File: src/rtl/mm4_ram.sv
`default_nettype none

module mm4_ram #(
	parameter int WIDTH = 32,
	parameter int DEPTH = 32
) (
	input  wire logic                     clk,
	input  wire logic                     wr_en,
	input  wire logic [$clog2(DEPTH)-1:0] wr_addr,
	input  wire logic [WIDTH-1:0]         wr_data,
	input  wire logic                     rd_en,
	input  wire logic [$clog2(DEPTH)-1:0] rd_addr,
	output logic      [WIDTH-1:0]         rd_data
);

	logic [WIDTH-1:0] mem_q [DEPTH];
	logic [WIDTH-1:0] rd_data_q;

	// one write port, one registered read port
	always_ff @(posedge clk) begin
		if (wr_en) begin
			mem_q[wr_addr] <= wr_data;
		end
		if (rd_en) begin
			rd_data_q <= mem_q[rd_addr];
		end
	end

	assign rd_data = rd_data_q;

endmodule

`default_nettype wire

File: config.mk
export PLATFORM = sky130hd
export DESIGN_NAME = mm4_ram
export DESIGN_NICKNAME = d
export VERILOG_FILES = /design/src/rtl/mm4_ram.sv
export SDC_FILE = /design/constraint.sdc
export NUM_CORES = 1
export LEC_CHECK = 0
export BUFFER_PORTS_ARGS = -buffer_cell sky130_fd_sc_hd__buf_4
export CELL_PAD_IN_SITES_DETAIL_PLACEMENT = 1
export CELL_PAD_IN_SITES_GLOBAL_PLACEMENT = 1
export CORE_MARGIN = 4
export CORE_UTILIZATION = 34
export DETAILED_ROUTE_END_ITERATION = 6
export PLACE_DENSITY = 0.63
export SLEW_MARGIN = 10
export SYNTH_ARGS = -nofsm -noshare
export SYNTH_HDL_FRONTEND = slang
export SYNTH_SLANG_ARGS = --single-unit
File: constraint.sdc
create_clock -name clk -period 4.35 [get_ports clk]
set_clock_uncertainty 0.2 [all_clocks]
set_input_delay 0.435 -clock clk [delete_from_list [all_inputs] [get_ports clk]]
set_output_delay 0.435 -clock clk [all_outputs]
set_load 0.02 [all_outputs]
==> results.json <==
{
  "r2r-start": "mem_q[4][25]",
  "syn_nets": 2305,
  "yosys.area.top_type": "edfxtp_1",
  "cp-start-kind": "input port",
  "dp_hpwl_um": 64100,
  "slew_headroom_pct": 20.2,
  "crit_arrival_ns": 2.65,
  "dr.pass1.iters": 5,
  "post-place-cells": 3884,
  "syn_area_um2": 40800,
  "vias": 21700,
  "fin_cells": 4118,
  "setup.worst_path.end_class": "flip-flop",
  "period_share_pct": 55.6,
  "cts_buffers": 110,
  "die_h_um": 354,
  "drtAntennaViolNets": 0,
  "grt_pass1_vias": 22800,
  "final_common_cell": "edfxtp_1",
  "ioPinCount": 77,
  "finalHoldViolCount": 0,
  "min_path_type": "input port to flip-flop",
  "worstSetupPathType": "input port to flip-flop",
  "antenna_found_initial": 3,
  "status": "finished, final reports clean",
  "synth.ff_latch_count": 1056,
  "finalWirelength_um": 114000,
  "worstPathMaxFanout": 50,
  "num_rows": 126,
  "start_util_pct": 34.4,
  "wl_met3_um": 5910,
  "min_period_ns": 2.42,
  "maxCapViolCount": 0,
  "root_buffer": "clkbuf_16",
  "m1WireLength_um": 47600,
  "reg2reg_depth": 5,
  "worstPathRequired_ns": 4.58,
  "clock-sinks": 1056,
  "port-buffer-count": 76,
  "route.top_layer_used": "met4",
  "final_area_um2": 47400,
  "tns_ns": 0,
  "wl_per_cell_um": 27.6,
  "dieArea_um2": 126000,
  "cts_htree_levels": 3,
  "cts_tree": "yes",
  "max_freq_mhz": 413,
  "routed_via_density": 5.27,
  "gp_congestion": 0.765,
  "powerDensity_nw_per_um2": 457,
  "finalPower_mw": 21.7,
  "setup_viol_count_final": 0,
  "synth.distinct_cells": 24,
  "drv_slew": 0,
  "cp-endpoint": "rd_data[26]",
  "vdd_drop_max_uv": 311,
  "p_leak_nw": 16.2,
  "area_growth_pct": 16.1,
  "netlist.area_leader.share_pct": 77.7,
  "whs_ns": 0.189,
  "wl_met2_um": 56600,
  "grt_overflow": 0,
  "synth_cells": 2260,
  "core_area_um2": 119000,
  "clkLatencyLatePin_ns": 0.69,
  "die-width_um": 354,
  "drive_gt1_share_pct": 13.8,
  "dr.first_iter.drc_count": 1959,
  "grt_max_degree": 126,
  "synth_area_per_cell_um2": 18.1,
  "grt_first_pass_wirelength_um": 163000,
  "reg2reg_to": "rd_data[25]",
  "cts_resized": 0,
  "synthTopCellsByArea": "edfxtp_1 (78%), mux2i_1 (13%), a22oi_1 (1.8%)",
  "cts_buffer_depth": 3,
  "crit_path_start": "rd_addr[0]",
  "place_area_um2": 43600,
  "worst-r2r-setup-slack_ns": 2.39,
  "ys_seq_area_share_pct": 77.7,
  "worst_pin_slew_ns": 1.20,
  "clkSlewWorstSetupHoldPaths_ns": 0.07,
  "ys_warn_count": 0,
  "drt_drc_violations_left": 0,
  "rsz0062_at_grt": "no",
  "nets": 2473,
  "grt.total_usage_pct": 17.7,
  "final_cell_mix": "edfxtp_1 (1,056), mux2i_1 (512), buf_4 (138)"
}
routing by layer:
metal  track usage (%)  vias to the layer above
met5                 0                        -
met4              5.54                        0
met3              2.84                      164
met2              30.3                      608
met1              23.3                    11600
li1                  -                     9351
where the power goes:
| part | switching, mW | internal, mW |
|---|---|---|
| sequential | 0.0624 | 11.4 |
| combinational | 0.799 | 0.387 |
| clock | 3.88 | 5.18 |
| total | 4.75 | 16.9 |
state kept, by name (all words and copies together) (netlist names):
| register | count |
|---|---|
| mem_q | 1024 |
| rd_data | 32 |
worst min path at each step:
stage,from,end,slack (ns),depth (start not counted)
3_3_place_gp,mem_q[10][31],rd_data[31],0.46,4
2_1_floorplan,wr_data[0],mem_q[0][0],0.33,0
4_1_cts,rd_en,rd_data[0],0.18,1
5_1_grt,rd_en,rd_data[0],0.16,1
6_report,rd_en,rd_data[0],0.19,1
3_5_place_dp,mem_q[16][20],rd_data[20],0.47,4
what timing repair did:
item | 4_1_cts | 5_1_grt
hold buffers | 32 | 0
hold endpoints to repair | 977 | 0
setup buffers | 0 | 0
Yosys cell counts:
cell / number
and2b_1: 1
nand2_1: 98
a31oi_1: 32
and2_1: 1
a21oi_1: 96
or3_1: 1
a22oi_1: 96
buf_6: 15
nor2b_1: 1
buf_1: 5
or3b_2: 3
mux2i_1: 512
a22o_1: 64
nor3_1: 32
or2_2: 1
nand3b_1: 5
edfxtp_1: 1056
nand3_1: 98
buf_4: 33
nor2_1: 34
clkbuf_1: 46
nand2b_1: 2
clkbuf_4: 2
buf_2: 26
through the flow:
stage | setup slack (ns) | utilization, %
after floorplan | 1.28 | -
after global placement | 1.30 | 36.8
after detailed placement | 1.25 | 36.8
after CTS | 1.98 | 40.0
after global routing | 1.81 | 40.0
final | 1.93 | 40.0
cells by family (layout without fill, tap and decap cells):
group           Yosys count  after routing  synth area share [%]
flops                  1056           1056                  77.7
simple gates            277            277                  3.08
buf+inv                 127            383                  1.85
compound gates          288            288                  4.81
other cells               0              2                     0
mux                     512            512                  12.6
cell type report:
cell class	count	area, um2
antenna	2	5.00
clock buffer	135	2850
clock inverter	65	606
fill	11700	71200
multi-input combinational	1077	8610
sequential	1056	31700
tap	1600	2000
timing repair buffer	183	1610
critical path, stage by stage:
cell     delay [ns]
buf_8          0.43
buf_12         0.32
buf_12         0.30
mux2i_1        0.25
a22oi_1        0.13
a31oi_1        0.29
buf_4          0.19
nand3_1        0.09
Power figures use the tool's default switching activity.
