<file path="src/rtl/mm4_pkg.sv">
`default_nettype none

package mm4_pkg;

	// element width of the stream payload, Q format is set by FRAC_BITS
	localparam int ELEM_W = 32;
	localparam int PROD_W = 2 * ELEM_W;

	// two matrix banks: one fills while the other is multiplied
	localparam int QUEUE_DEPTH = 2;

	// saturation limits of a product element
	localparam logic [ELEM_W-1:0] ELEM_MAX = {1'b0, {(ELEM_W-1){1'b1}}};
	localparam logic [ELEM_W-1:0] ELEM_MIN = {1'b1, {(ELEM_W-1){1'b0}}};

	// a loaded matrix pair waiting to be multiplied
	typedef struct packed {
		logic valid;
		logic bank;
	} mm4_job_t;

endpackage

`default_nettype wire

</file>
<file path="src/rtl/mm4_queue.sv">
`default_nettype none

module mm4_queue (
	input  wire logic              clk,
	input  wire logic              arst_n,
	input  wire mm4_pkg::mm4_job_t push_job,
	input  wire logic              pop,
	output logic                   full,
	output mm4_pkg::mm4_job_t      head_job
);

	import mm4_pkg::*;

	localparam int PTR_W = $clog2(QUEUE_DEPTH);

	logic             slot_q [QUEUE_DEPTH];
	logic [PTR_W-1:0] wr_ptr_q;
	logic [PTR_W-1:0] rd_ptr_q;
	logic [PTR_W:0]   count_q;

	assign full           = (count_q == (PTR_W+1)'(QUEUE_DEPTH));
	assign head_job.valid = (count_q != '0);
	assign head_job.bank  = slot_q[rd_ptr_q];

	// token slots
	always_ff @(posedge clk) begin
		if (push_job.valid) begin
			slot_q[wr_ptr_q] <= push_job.bank;
		end
	end

	// pointers and fill level
	always_ff @(posedge clk or negedge arst_n) begin
		if (!arst_n) begin
			wr_ptr_q <= '0;
			rd_ptr_q <= '0;
			count_q  <= '0;
		end else begin
			if (push_job.valid) begin
				wr_ptr_q <= wr_ptr_q + 1'b1;
			end
			if (pop) begin
				rd_ptr_q <= rd_ptr_q + 1'b1;
			end
			case ({push_job.valid, pop})
				2'b10:   count_q <= count_q + 1'b1;
				2'b01:   count_q <= count_q - 1'b1;
				default: count_q <= count_q;
			endcase
		end
	end

endmodule

`default_nettype wire

</file>
<file path="config.mk">
export PLATFORM = sky130hd
export DESIGN_NAME = mm4_queue
export DESIGN_NICKNAME = d
export VERILOG_FILES = /design/src/rtl/mm4_pkg.sv /design/src/rtl/mm4_queue.sv
export SDC_FILE = /design/constraint.sdc
export NUM_CORES = 1
export LEC_CHECK = 0
export BUFFER_PORTS_ARGS = -buffer_cell sky130_fd_sc_hd__buf_2
export CAP_MARGIN = 30
export CORE_AREA = 10 10 47 49
export DETAILED_ROUTE_END_ITERATION = 10
export DIE_AREA = 0 0 57 59
export SLEW_MARGIN = 20
export SYNTH_ARGS = -nofsm -noshare
export SYNTH_HDL_FRONTEND = slang
export SYNTH_SLANG_ARGS = --single-unit
</file>
<file path="constraint.sdc">
create_clock -name clk -period 1 [get_ports clk]
set_input_delay 0.05 -clock clk [delete_from_list [all_inputs] [get_ports clk]]
set_output_delay 0.05 -clock clk [all_outputs]
set_load 0.05 [all_outputs]
</file>
==> reports/metrics.csv <==
stage,metric,value,unit
run_status,outcome,"complete, but fails checks",
run_status,failed_checks,negative setup slack,
finish,diodes,0,
worst_setup_path,cp-start-kind,register,
timing,hold_viol_final,0,
timing,tightestPinTransition,125,ps
worst_setup_path,end_kind,primary output,
routing,first_pass_iters,2,
cts,htreeDepth,1,
worst_setup_path,critPathKind,reg2out,
routing,drc_errors,0,
timing,setup_violations,3,
routing,vias_per_cell,3.60,
placement,post_dp_cell_area,315,sq um
global_route,track_usage,0.0342,
yosys,synthTopCellsByArea,"dfrtp_1 (38%), edfxtp_1 (23%), xor2_1 (10%), xnor2_1 (6.7%), ha_1 (4.8%)",
finish,final_cells,52,
cts,cts.sinks,6,
timing,timing.final.crit_share,1.14,
worst_setup_path,required,950,ps
worst_setup_path,cp_max_fo,2,
cts,clkTransAtPathRegs,50,ps
cts,cts_tree,done,
power_and_ir_drop,leakagePower,0.207,nW
yosys,synth_area,260,sq um
worst_setup_path,cp_data_arrival_time,1090,ps
yosys,syn_avg_cell_area,13.7,sq um
global_route,grt_max_degree,5,
timing,period_minus_slack,1140,ps
worst_setup_path,cpPeakStageDelay,390,ps
routing,drtAntennaViolNets,0,
global_route,gr-total-overflow,0,
worst_setup_path,crit_chain,mux2_4 -> buf_8,
cts,cts_buffers,3,
power_and_ir_drop,power.density,3410,mW/mm^2
finish,drive_gt1_frac,0.500,
yosys,synth.top_cell.area_share,0.385,
timing,rsz0062_at_grt,true,
global_route,grt_pass1_vias,211,
routing,wl_per_cell,10.1,um
floorplan,start_util,0.186,
timing,slew_headroom,0.916,
yosys,synth_seq_cells,6,
timing,drv_slew,0,
finish,ff_latch_area,160,sq um
yosys,yosysSeqAreaShare,0.615,
finish,n_fill_cell,154,
routing,wl,525,um
yosys,syn_nets,25,
placement,port_buffers,7,
cts,clockBufferDepth,2,
yosys,synthCells,19,
worst_setup_path,cpMaxStageDelayCell,dfrtp_1,
worst_setup_path,critPathTopFamily,flip-flops,
cts,clkLatencyLatePin,240,ps
routing,vias,187,
routing,drtIter0Drc,2,
cts,cts-root-buf,clkbuf_4,
placement,gp_congestion,0.631,
placement,dpl.cell_count,42,
timing,max_freq,878,MHz
floorplan,die_h,59,um
finish,multi_input_area,110,sq um
worst_setup_path,cp_num_buf_inv,1,
floorplan,die_w,57,um
floorplan,rows,14,
yosys,ys_warn_count,0,
floorplan,dieArea,0.00336,sq mm
global_route,antenna_found_initial,0,
floorplan,top_level_ports,8,
finish,area_growth,68.7,%
run,cap_violations,0,
timing,fin_skew,0.0454,ps
finish,most-common-layout-cells,"dfrtp_1 (4), buf_2 (4)",
timing,setup_slack,-139,ps
hold_path,hold_class,in2reg,
yosys,synth_top_area_cell,dfrtp_1,
finish,stdcell_area,439,sq um
timing,holdWs,4.24,ps
floorplan,core_area,0.00140,sq mm
power_and_ir_drop,vdd_drop_max,1850,uV
timing,fin_tns_setup,-304,ps
finish,nets,43,
worst_setup_path,reg2reg_slack,20,ps
global_route,grt_pass1_wl,855,um
yosys,synth_cell_types,11,
-- cell families after synthesis --
logic type,Yosys count,share of synthesized area
xor+xnor,5,0.168
fa+ha+maj,1,0.0481
buf+inv,1,0.0144
flops,6,0.615
mux,1,0.0433
simple gates,5,0.111
-- flip-flops by register name, indices dropped and copies added, names as in the netlist --
register	count
count_q	2
wr_ptr_q	1
rd_ptr_q	1
slot_q	2
-- layout make-up --
cell class                 count  area share
sequential                     6       0.365
timing repair buffer          13       0.271
multi-input combinational     12       0.251
clock buffer                   4      0.0598
tap                           16      0.0456
inverter                       1     0.00855
-- path summary, 6_finish.rpt --
path,start,depth (start not counted),end
setup reg to reg,count_q[0]$_DFFE_PN0P_,4,count_q[1]$_DFFE_PN0P_
setup / recovery,rd_ptr_q$_DFFE_PN0P_,2,head_job[0]
hold / removal,pop,2,rd_ptr_q$_DFFE_PN0P_
max in group asynchronous,arst_n,2,rd_ptr_q$_DFFE_PN0P_
hold reg to reg,wr_ptr_q$_DFFE_PN0P_,1,wr_ptr_q$_DFFE_PN0P_
min in group asynchronous,arst_n,2,wr_ptr_q$_DFFE_PN0P_
-- synth_stat cells --
cell and number:
edfxtp_1 2, xor2_1 3, xnor2_1 2, mux2_2 1, and2_1 1, or2_2 1, ha_1 1, inv_1 1
nor2_1 2, dfrtp_1 4, and2b_2 1
-- where the power goes --
group / switching [mW] / internal, mW
clock: 0.0941 / 0.152
combinational: 0.382 / 0.439
sequential: 0.0701 / 0.359
total: 0.547 / 0.950
-- metal layers --
layer	track usage	wire [um]	vias to the layer above
met5	0	0	-
met4	0.0302	0	0
met3	0.0408	91	0
met2	0.0419	215	9
met1	0.0287	218	83
li1	-	-	95
-- stage by stage --
step                total power, mW  utilization  worst slack (ps)
floorplan                     0.815            -               131
global placement              0.916        0.225              45.7
detailed placement            0.916        0.225              44.4
CTS                            1.44        0.303              -150
global route                   1.57        0.313              -174
finish                         1.50        0.313              -139
-- what timing repair did --
item,in CTS,in global routing
gates resized for setup,11,2
pin swaps,0,3
setup buffers,3,1
hold endpoints to repair,6,0
hold buffers,2,0
setup endpoints to repair,3,4
Power figures use the tool's default switching activity.
