### src/rtl/mm4_pkg.sv
`default_nettype none

package mm4_pkg;

	// element width of the stream payload, Q format is set by FRAC_BITS
	localparam int ELEM_W = 32;
	localparam int PROD_W = 2 * ELEM_W;

	// two matrix banks: one fills while the other is multiplied
	localparam int QUEUE_DEPTH = 2;

	// saturation limits of a product element
	localparam logic [ELEM_W-1:0] ELEM_MAX = {1'b0, {(ELEM_W-1){1'b1}}};
	localparam logic [ELEM_W-1:0] ELEM_MIN = {1'b1, {(ELEM_W-1){1'b0}}};

	// a loaded matrix pair waiting to be multiplied
	typedef struct packed {
		logic valid;
		logic bank;
	} mm4_job_t;

endpackage

`default_nettype wire

### src/rtl/mm4_front.sv
`default_nettype none

module mm4_front #(
	parameter int MATRIX_DIM = 4,
	parameter int IDX_W      = 4
) (
	input  wire logic                       clk,
	input  wire logic                       arst_n,
	input  wire logic                       s_tvalid,
	output logic                            s_tready,
	input  wire logic [2*mm4_pkg::ELEM_W-1:0] s_tdata,
	input  wire logic                       queue_full,
	output mm4_pkg::mm4_job_t               push_job,
	output logic                            wr_en,
	output logic      [IDX_W:0]             wr_addr,
	output logic      [mm4_pkg::ELEM_W-1:0] wr_left,
	output logic      [mm4_pkg::ELEM_W-1:0] wr_right
);

	import mm4_pkg::*;

	localparam int ELEMS = MATRIX_DIM * MATRIX_DIM;

	logic [IDX_W-1:0] load_cnt_q;
	logic             bank_q;
	logic             xfer;
	logic             cnt_last;

	// a free bank exists whenever the job queue has room
	assign s_tready = !queue_full;
	assign xfer     = s_tvalid && s_tready;
	assign cnt_last = (load_cnt_q == IDX_W'(ELEMS - 1));

	// store the pair into the bank being filled
	assign wr_en    = xfer;
	assign wr_addr  = {bank_q, load_cnt_q};
	assign wr_left  = s_tdata[ELEM_W-1:0];
	assign wr_right = s_tdata[2*ELEM_W-1:ELEM_W];

	// a full matrix pair becomes a job
	assign push_job.valid = xfer && cnt_last;
	assign push_job.bank  = bank_q;

	// load position and bank select
	always_ff @(posedge clk or negedge arst_n) begin
		if (!arst_n) begin
			load_cnt_q <= '0;
			bank_q     <= 1'b0;
		end else if (xfer) begin
			if (cnt_last) begin
				load_cnt_q <= '0;
				bank_q     <= !bank_q;
			end else begin
				load_cnt_q <= load_cnt_q + 1'b1;
			end
		end
	end

endmodule

`default_nettype wire

### config.mk
export PLATFORM = sky130hd
export DESIGN_NAME = mm4_front
export DESIGN_NICKNAME = d
export VERILOG_FILES = /design/src/rtl/mm4_pkg.sv /design/src/rtl/mm4_front.sv
export SDC_FILE = /design/constraint.sdc
export NUM_CORES = 1
export LEC_CHECK = 0
export ABC_AREA = 1
export BUFFER_PORTS_ARGS = -buffer_cell sky130_fd_sc_hd__buf_2
export CAP_MARGIN = 20
export CORE_ASPECT_RATIO = 1.75
export CORE_MARGIN = 4
export CORE_UTILIZATION = 25
export DETAILED_ROUTE_END_ITERATION = 6
export PLACE_DENSITY = 0.8
export SLEW_MARGIN = 20
export SYNTH_ARGS = -nofsm -noshare
export SYNTH_HDL_FRONTEND = slang
export SYNTH_SLANG_ARGS = --single-unit
### constraint.sdc
create_clock -name clk -period 1.3 [get_ports clk]
set_input_delay 0.195 -clock clk [delete_from_list [all_inputs] [get_ports clk]]
set_output_delay 0.195 -clock clk [all_outputs]
set_load 0.01 [all_outputs]
==> flow_summary.toml <==
[placed_design]
hpwl_um = 1290
portBuffers = 12
post_dp_cell_area_sq_um = 363
place.gp.congestion = 0.687

[final_layout]
layout-drive-gt1-share_pct = 50.9
multi_input_area_sq_um = 149
antenna_cells = 0
seq_area_sq_um = 125
final_nets = 127
fill_cells = 330
design_area_sq_um = 509
area_growth_pct = -33.3

[sta]
period_share_pct = 99.1
whs_ns = 0.291
finalCriticalPeriod_ns = 1.29
grt_setup_unrepaired = "true"
fmax_mhz = 776
skew_ns = 0.00154
setup_viol = 0
slew_viol_final = 0
slew_headroom_pct = 84.3
finalHoldViolations = 0
totalNegativeSetupSlack_ns = 0
worstMarginPinSlew_ns = 0.236

[routing]
ant_nets = 0
detailroute.via_count = 403
dr.pass1.iters = 1
finalWirelength_um = 1830
drt_iter0_drc = 0
vias_per_cell = 4.74
wire_per_inst_um = 21.5
drc = 0

[grt]
met2_usage_pct = 9.28
grt_max_degree = 9
grtUsageMet1_pct = 5.10
gr-usage-met3_pct = 2.75
track_usage_pct = 8.12
gr-total-overflow = 0
grt_pass1_wl_um = 2160
grt_busiest_layer = "met4"
antenna_found_initial = 0
grt_pass1_vias = 393

[clocking]
root_buffer = "clkbuf_8"
cts_max_level = 1
cts_buffer_depth = 2
clkSinkCount = 5
numCtsBuffers = 3
clock_latency_ns = 0.22
cts.reportedPaths.clkPinSlew_ns = 0.04
cts_tree = "done"

[flow_run]
maxCapViolCount = 0

[logic_synthesis]
ys_top_cells_by_area = "buf_4 65%, dfrtp_1 16%, nand2_1 5.4%"
syn_area_per_cell_sq_um = 7.79
yosysTopAreaCellShare_pct = 64.9
ys_types = 15
yosysWarnings = 0
syn_area_sq_um = 763
syn_nets = 167
yosys.area.top_type = "buf_4"
seq_area_frac_synth_pct = 16.4
ys_ff_latch = 5
synth_cells = 98

[min_path]
hp-class = "input port to flop"
holdPathEnd = "load_cnt_q[1]$_DFFE_PN0P_"
hold_depth = 4
worstHoldStart = "s_tvalid"

[outcome]
status = "finished, final reports clean"

[worst_setup_path]
required_ns = 1.11
r2r_slack_ns = 0.16
reg2reg_depth = 8
critPathKind = "flop to output port"
critPathArrivalTime_ns = 1.09
r2r-start = "load_cnt_q[0]$_DFFE_PN0P_"
cp-end-kind = "output port"
r2r-end = "load_cnt_q[3]$_DFFE_PN0P_"
path_max_fanout = 2
worstSetupStartpointType = "flop"

[floorplanning]
initial_core_util_pct = 26.1
die_y_um = 81.1
die_area_sq_um = 4040
io_pins = 141
num_rows = 26
die_x_um = 49.8
fp.coreArea_sq_um = 2930

[pwr]
peakVddDrop_uv = 796
p_leak_nw = 0.265
powerDensity_nw_per_um2 = 2030
## synthesized netlist by cell type
master	instances
xor2_1	1
nand3_1	2
nor2_2	1
ha_1	1
buf_4	66
nand2_1	11
nand2_2	1
nor2_4	1
nor2_1	1
inv_2	1
inv_1	4
xnor2_1	1
o21ai_0	1
nand3_2	1
dfrtp_1	5
## worst max-delay path, stage by stage (launching register included)
cell	delay (ns)
dfrtp_1	0.39
ha_4	0.17
nand3_4	0.08
nor2_4	0.13
buf_6	0.11
## final cells by class
class	instances	area share [%]
Multi-Input combinational cell	22	29.2
Inverter	5	3.69
Timing Repair Buffer	21	26.8
Tap cell	28	6.88
Sequential cell	5	24.6
Clock buffer	4	8.85
## sequential cells by signal (all words and copies together) (netlist names)
register and count:
load_cnt_q 4, bank_q 1
## how the worst max path moves through the flow
stage | slack [ns] | end | start | cells past startpoint
2_1_floorplan | 0.21 | bank_q$_DFFE_PN0P_ | load_cnt_q[1]$_DFFE_PN0P_ | 4
3_3_place_gp | 0.20 | push_job[1] | load_cnt_q[1]$_DFFE_PN0P_ | 4
3_5_place_dp | 0.17 | push_job[1] | load_cnt_q[1]$_DFFE_PN0P_ | 4
4_1_cts | -0.04 | push_job[1] | load_cnt_q[1]$_DFFE_PN0P_ | 4
5_1_grt | -0.04 | push_job[1] | load_cnt_q[0]$_DFFE_PN0P_ | 4
6_report | 0.01 | push_job[1] | load_cnt_q[0]$_DFFE_PN0P_ | 4
## cell families after synthesis
kind of cell | Yosys count | synth area share (%)
AO/OA/AOI/OAI | 1 | 0.655
XOR/XNOR | 2 | 2.30
adder cells (fa/ha/maj) | 1 | 1.64
buffers and inverters | 71 | 67.4
flip-flops | 5 | 16.4
AND/OR/NAND/NOR | 18 | 11.6
## timing repair
item,4_1_cts,5_1_grt
hold endpoints to repair,5,0
hold buffers,1,0
pin swaps,1,2
resized for setup,1,4
setup buffers,2,6
endpoints found under the setup margin,1,1
## power breakdown
part           total, W  switching [W]  internal, W  leakage (nW)
clock network  0.000291      0.0000798     0.000211        0.0228
registers      0.000321      0.0000976     0.000223        0.0617
logic          0.000421       0.000203     0.000219         0.180
total           0.00103       0.000380     0.000652         0.265
## per-layer routing
metal / vias to the layer above / routed length [um] / share of wire (%)
met3: 60 / 328 / 18
met5: - / 0 / 0
met4: 0 / 427 / 23
met2: 38 / 662 / 36
met1: 155 / 406 / 22
li1: 150 / - / -
## cells in the final DEF, fill, tap and decap left out, types with 2 or more instances in the layout
cell type,n
nand3_1,2
dfrtp_1,5
inv_1,4
nand2_1,11
buf_4,8
nor2_4,2
buf_2,11
clkbuf_8,3
## metrics by stage
step                      total power [W]  setup WS [ns]  cells  utilization [%]
after floorplan                  0.000687          0.212     98                -
after global placement           0.000584          0.204     72             12.4
after detailed placement         0.000588          0.171     72             12.4
after CTS                        0.000921        -0.0425     79             14.9
after global routing              0.00110        -0.0443     85             17.4
final                             0.00103         0.0116     85             17.4
No activity file was read; power rests on OpenSTA's default activity.
