## config.mk

```make
export PLATFORM = sky130hd
export DESIGN_NAME = mm4_back
export DESIGN_NICKNAME = d
export VERILOG_FILES = /design/src/rtl/mm4_pkg.sv /design/src/rtl/mm4_back.sv
export SDC_FILE = /design/constraint.sdc
export NUM_CORES = 2
export LEC_CHECK = 0
export BUFFER_PORTS_ARGS = -buffer_cell sky130_fd_sc_hd__buf_4
export CELL_PAD_IN_SITES_DETAIL_PLACEMENT = 0
export CELL_PAD_IN_SITES_GLOBAL_PLACEMENT = 2
export CORE_ASPECT_RATIO = 0.9
export CORE_MARGIN = 2
export CORE_UTILIZATION = 44
export CTS_BUF_LIST = sky130_fd_sc_hd__clkbuf_8
export DETAILED_ROUTE_END_ITERATION = 12
export PLACE_DENSITY_LB_ADDON = 0.3
export SKIP_CTS_REPAIR_TIMING = 1
export SYNTH_ARGS = -nofsm -noshare
export SYNTH_HDL_FRONTEND = slang
export SYNTH_SLANG_ARGS = --single-unit
```

## constraint.sdc

```tcl
create_clock -name clk -period 4.1 [get_ports clk]
set_input_delay 0.82 -clock clk [delete_from_list [all_inputs] [get_ports clk]]
set_output_delay 0.82 -clock clk [all_outputs]
set_load 0.1 [all_outputs]
```

## src/rtl/mm4_pkg.sv

```systemverilog
`default_nettype none

package mm4_pkg;

	// element width of the stream payload, Q format is set by FRAC_BITS
	localparam int ELEM_W = 32;
	localparam int PROD_W = 2 * ELEM_W;

	// two matrix banks: one fills while the other is multiplied
	localparam int QUEUE_DEPTH = 2;

	// saturation limits of a product element
	localparam logic [ELEM_W-1:0] ELEM_MAX = {1'b0, {(ELEM_W-1){1'b1}}};
	localparam logic [ELEM_W-1:0] ELEM_MIN = {1'b1, {(ELEM_W-1){1'b0}}};

	// a loaded matrix pair waiting to be multiplied
	typedef struct packed {
		logic valid;
		logic bank;
	} mm4_job_t;

endpackage

`default_nettype wire

```

## src/rtl/mm4_back.sv

```systemverilog
`default_nettype none

module mm4_back #(
	parameter int MATRIX_DIM = 4,
	parameter int FRAC_BITS  = 16,
	parameter int IDX_W      = 4
) (
	input  wire logic                       clk,
	input  wire logic                       arst_n,
	input  wire mm4_pkg::mm4_job_t          head_job,
	output logic                            pop,
	output logic                            rd_en,
	output logic      [IDX_W:0]             rd_left_addr,
	output logic      [IDX_W:0]             rd_right_addr,
	input  wire logic [mm4_pkg::ELEM_W-1:0] rd_left,
	input  wire logic [mm4_pkg::ELEM_W-1:0] rd_right,
	output logic                            m_tvalid,
	input  wire logic                       m_tready,
	output logic      [mm4_pkg::ELEM_W-1:0] m_tdata,
	output logic                            m_tuser,
	output logic                            m_tlast
);

	import mm4_pkg::*;

	localparam int DIM_W = $clog2(MATRIX_DIM);
	localparam int ACC_W = PROD_W + DIM_W + 1;

	// position of the next term
	logic [DIM_W-1:0] row_q;
	logic [DIM_W-1:0] col_q;
	logic [DIM_W-1:0] term_q;
	logic             row_end;
	logic             col_end;
	logic             term_end;
	logic             adv;
	logic             issue;

	// stage flags and data
	logic                     vld_s1, first_s1, lastj_s1, lastel_s1;
	logic                     vld_s2, first_s2, lastj_s2, lastel_s2;
	logic                     done_s3, lastel_s3;
	logic signed [PROD_W-1:0] prod_s2;
	logic signed [PROD_W-1:0] term;
	logic signed [ACC_W-1:0]  term_ext;
	logic signed [ACC_W-1:0]  acc_q;

	// saturation
	logic             in_range;
	logic [ELEM_W-1:0] sat_val;

	logic              out_valid_q;
	logic [ELEM_W-1:0] out_data_q;
	logic              out_sat_q;
	logic              out_last_q;

	// whole pipeline moves unless a result waits at the output
	assign adv   = !out_valid_q || m_tready;
	assign issue = head_job.valid && adv;

	assign term_end = (term_q == DIM_W'(MATRIX_DIM - 1));
	assign col_end  = (col_q == DIM_W'(MATRIX_DIM - 1));
	assign row_end  = (row_q == DIM_W'(MATRIX_DIM - 1));

	// bank is released once its final read is issued
	assign pop   = issue && term_end && col_end && row_end;
	assign rd_en = issue;

	assign rd_left_addr  = {head_job.bank,
		IDX_W'(32'(row_q) * MATRIX_DIM + 32'(term_q))};
	assign rd_right_addr = {head_job.bank,
		IDX_W'(32'(term_q) * MATRIX_DIM + 32'(col_q))};

	// term, column, row sequencer
	always_ff @(posedge clk or negedge arst_n) begin
		if (!arst_n) begin
			row_q  <= '0;
			col_q  <= '0;
			term_q <= '0;
		end else if (issue) begin
			if (term_end) begin
				term_q <= '0;
				if (col_end) begin
					col_q <= '0;
					row_q <= row_end ? '0 : row_q + 1'b1;
				end else begin
					col_q <= col_q + 1'b1;
				end
			end else begin
				term_q <= term_q + 1'b1;
			end
		end
	end

	// stage flags
	always_ff @(posedge clk or negedge arst_n) begin
		if (!arst_n) begin
			vld_s1    <= 1'b0;
			first_s1  <= 1'b0;
			lastj_s1  <= 1'b0;
			lastel_s1 <= 1'b0;
			vld_s2    <= 1'b0;
			first_s2  <= 1'b0;
			lastj_s2  <= 1'b0;
			lastel_s2 <= 1'b0;
			done_s3   <= 1'b0;
			lastel_s3 <= 1'b0;
		end else if (adv) begin
			vld_s1    <= issue;
			first_s1  <= (term_q == '0);
			lastj_s1  <= term_end;
			lastel_s1 <= col_end && row_end;
			vld_s2    <= vld_s1;
			first_s2  <= first_s1;
			lastj_s2  <= lastj_s1;
			lastel_s2 <= lastel_s1;
			done_s3   <= vld_s2 && lastj_s2;
			lastel_s3 <= lastel_s2;
		end
	end

	// floor-scaled term, sign extended to the accumulator
	assign term     = prod_s2 >>> FRAC_BITS;
	assign term_ext = {{(ACC_W-PROD_W){term[PROD_W-1]}}, term};

	// multiply, then accumulate
	always_ff @(posedge clk) begin
		if (adv) begin
			prod_s2 <= $signed(rd_left) * $signed(rd_right);
			if (vld_s2) begin
				acc_q <= first_s2 ? term_ext : acc_q + term_ext;
			end
		end
	end

	// clip the finished sum to 32 bits
	assign in_range = (acc_q[ACC_W-1:ELEM_W-1] == '0) ||
		(acc_q[ACC_W-1:ELEM_W-1] == '1);
	assign sat_val  = acc_q[ACC_W-1] ? ELEM_MIN : ELEM_MAX;

	// output register
	always_ff @(posedge clk or negedge arst_n) begin
		if (!arst_n) begin
			out_valid_q <= 1'b0;
		end else if (adv) begin
			out_valid_q <= done_s3;
		end
	end

	always_ff @(posedge clk) begin
		if (adv && done_s3) begin
			out_data_q <= in_range ? acc_q[ELEM_W-1:0] : sat_val;
			out_sat_q  <= !in_range;
			out_last_q <= lastel_s3;
		end
	end

	assign m_tvalid = out_valid_q;
	assign m_tdata  = out_data_q;
	assign m_tuser  = out_sat_q;
	assign m_tlast  = out_last_q;

endmodule

`default_nettype wire

```

==> flow_summary_export.csv <==
group,metric,value,unit
place,post-dp-hpwl,105000,um
grt,antenna_found_initial,1,
cells_and_area,fillerInstances,9554,
worst_setup_path,critical_path.slowest_cell,"fa_2",
sta,fin_setup_tns,-142550,ps
die,core,102000,um^2
run_status,status,"complete, but fails checks",
synth,synth_top_cell_area_share,47.8,%
cells_and_area,seq_area,4900,um^2
sta,fin_crit_sh,180,%
worst_setup_path,critical_path.endpoint_type,"register",
clocking,clock_insertion_delay_worst_skew,480,ps
drt,drt_pass1_iterations,5,
clocking,htreeDepth,4,
clocking,cts.clk_slew.worst_paths,100,ps
hold_path,holdCritPathClass,"input port to async pin",
worst_setup_path,number_of_cells_on_the_worst_reg_to_reg_path,14,
sta,postLayoutSetupSlackWorst,-3300,ps
place,port_buffer_count,112,
synth,synth_warnings,0,
flow_run,drv_cap,0,
cells_and_area,fin_nets,6465,
sta,finalHoldViolations,0,
clocking,clock_tree.root_cell,"clkbuf_8",
place,place.gp.congestion,0.854,
worst_setup_path,crit_path_largest_cell_delay,580,ps
worst_setup_path,cp_top_family,"adder cells",
grt,grt_first_pass_wirelength,197000,um
drt,detail_route.wl_per_cell,19.0,um
die,boundaryPins,116,
run_status,failed_checks,"negative setup slack",
drt,vias_per_std_cell,4.98,
die,starting_density_of_the_core,44.5,%
grt,grt_max_degree,65,
clocking,numCtsBuffers,17,
die,chipHeight,308,um
synth,synth_flop_cell,"edfxtp_1",
cells_and_area,multi_input_area,36700,um^2
sta,timing_worst_slew_pin_value,1270,ps
die,die_width,342,um
worst_setup_path,regToRegSetupSlack,270,ps
worst_setup_path,timing.rr.start,"acc_q[0]",
synth,synth.largest_area_cell,"fa_1",
drt,route.antenna.remaining_nets,0,
synth,syn_avg_cell_area,9.64,um^2
synth,ys_top_cells_by_area,"fa_1, edfxtp_1, inv_1, and2_1, ha_1",
grt,grtUsageTotal,24.1,%
sta,final_period_minus_worst_setup_slack,7400,ps
cells_and_area,diodes,0,
drt,via_count,32000,
synth,postSynthNetCount,6104,
worst_setup_path,critical_path_required_time,4340,ps
synth,synth_enable_flop_cells,149,
worst_setup_path,worstPathMaxFanout,7,
sta,maxClockFrequency,135,MHz
synth,synth_seq_cells,166,
worst_setup_path,setup.worst_path.start_class,"input port",
synth,proportion_of_synthesized_flip_flops_having_asynchronous_set_or_reset,10.2,%
drt,wl,122000,um
die,fp.dieArea,106000,um^2
synth,synth.most_common_cell,"fa_1",
synth,synthesized_area,45300,um^2
clocking,tritoncts_num_sinks,166,
place,numPlacedInstances,6368,
grt,first_global_vias,34300,
worst_setup_path,cp_num_buf_inv,6,
cells_and_area,areaGrowthSynthToFinish,16.1,%
drt,drc_errors,0,
worst_setup_path,reg2reg_capture_point,"acc_q[38]",
clocking,clock_tree.buffer_depth,2,
cells_and_area,share_of_layout_cells_above_drive_strength_1,16.0,%
synth,synthesized_instance_count,4703,
worst_setup_path,critical_path_class,"input port to register",
sta,rsz_0062_raised_after_global_routing,"yes",
synth,yosys-top-cells-count,"fa_1, inv_1, nand2_1",
cells_and_area,final_cells,6433,
sta,finalMaxSlewViolations,0,
clocking,cts_tree,"built",
synth,yosysSeqAreaShare,10.8,%
sta,timing.slew.headroom,15.5,%
grt,grt_remaining_overflow,0,
worst_setup_path,arrival,7640,ps
sta,finClkSkew,17.5,ps
synth,synth_cell_type_count,75,
die,std_cell_rows,111,
sta,setup_viol,48,
drt,first_iter_violations,1890,
how the worst max path moves through the flow:
stage	startpoint	endpoint	slack, ps	cells past startpoint
after global routing	rd_left[12]	prod_s2[63]	-3500	26
after CTS	rd_right[8]	prod_s2[58]	-3590	27
final	rd_left[12]	prod_s2[63]	-3300	26
after floorplan	rd_left[31]	prod_s2[63]	-3910	26
after global placement	rd_right[8]	prod_s2[58]	-4090	24
after detailed placement	rd_right[8]	prod_s2[58]	-4120	27
layout make-up:
cell class | count | area share, %
multi-input combinational | 3281 | 69.7
timing repair buffer | 574 | 9.78
sequential | 166 | 9.32
inverter | 1024 | 7.31
tap | 1356 | 3.22
clock buffer | 17 | 0.445
clock inverter | 15 | 0.271
metal layers:
metal / vias up / share of wire (%) / track usage, %
li1: 14800 / - / -
met1: 16400 / 50 / 37.8
met2: 735 / 43 / 36.3
met3: 63 / 5.9 / 3.75
met4: 0 / 0.91 / 2.60
met5: - / 0 / 0
registers in the layout, summed over array words and instances (netlist names), 2 cells and up:
register  flops
term_q        2
acc_q        67
m_tdata      32
prod_s2      48
col_q         2
row_q         2
per-stage QoR:
step	worst slack, ps	hold slack [ps]	utilization (%)	cell area (um^2)
5_1_grt	-3500	165	51.6	52600
6_report	-3300	190	51.6	52600
3_3_place_gp	-4090	432	50.0	51000
3_5_place_dp	-4120	456	50.0	51000
4_1_cts	-3590	162	50.4	51300
2_1_floorplan	-3910	425	-	46000
kinds of logic (layout without fill, tap and decap cells):
group	Yosys count	after routing	synth area share (%)
AND/OR/NAND/NOR	1394	1394	15.4
AO/OA/AOI/OAI	435	435	6.29
multiplexers	6	6	0.149
adder cells (fa/ha/maj)	1332	1332	54.7
XOR/XNOR	114	114	2.20
buffers and inverters	1256	1630	10.4
flip-flops	166	166	10.8
cell usage in the layout, fill, tap and decap left out, types with 7 or more instances in the layout:
| cell | n |
|---|---|
| a21oi_2 | 16 |
| xor2_1 | 49 |
| a31oi_1 | 8 |
| and2_1 | 499 |
| clkbuf_8 | 17 |
| and2_4 | 20 |
| fa_1 | 1047 |
| inv_6 | 7 |
| xnor2_1 | 59 |
| o21ai_0 | 88 |
| nor2_1 | 63 |
| o21ai_2 | 12 |
| nand3_1 | 23 |
| ha_4 | 27 |
| dfrtp_1 | 16 |
| nor2b_1 | 34 |
| edfxtp_1 | 149 |
| nand2_2 | 8 |
| a21o_1 | 89 |
| nor4_1 | 12 |
| o21a_1 | 17 |
| nor2_2 | 9 |
| inv_1 | 1015 |
| buf_6 | 55 |
| and3_1 | 11 |
| o31ai_1 | 12 |
| nand4_1 | 33 |
| ha_1 | 223 |
| buf_4 | 464 |
| o21ai_1 | 13 |
| nand2b_1 | 20 |
| nor3_1 | 16 |
| buf_8 | 15 |
| a21oi_1 | 91 |
| nand2_1 | 601 |
| buf_12 | 37 |
| o21bai_1 | 13 |
| a211oi_1 | 7 |
| inv_2 | 8 |
| fa_2 | 35 |
Power is left out: the tool's default activity adds up to more than one toggle a clock period on the data nets, which glitch-free logic cannot reach.
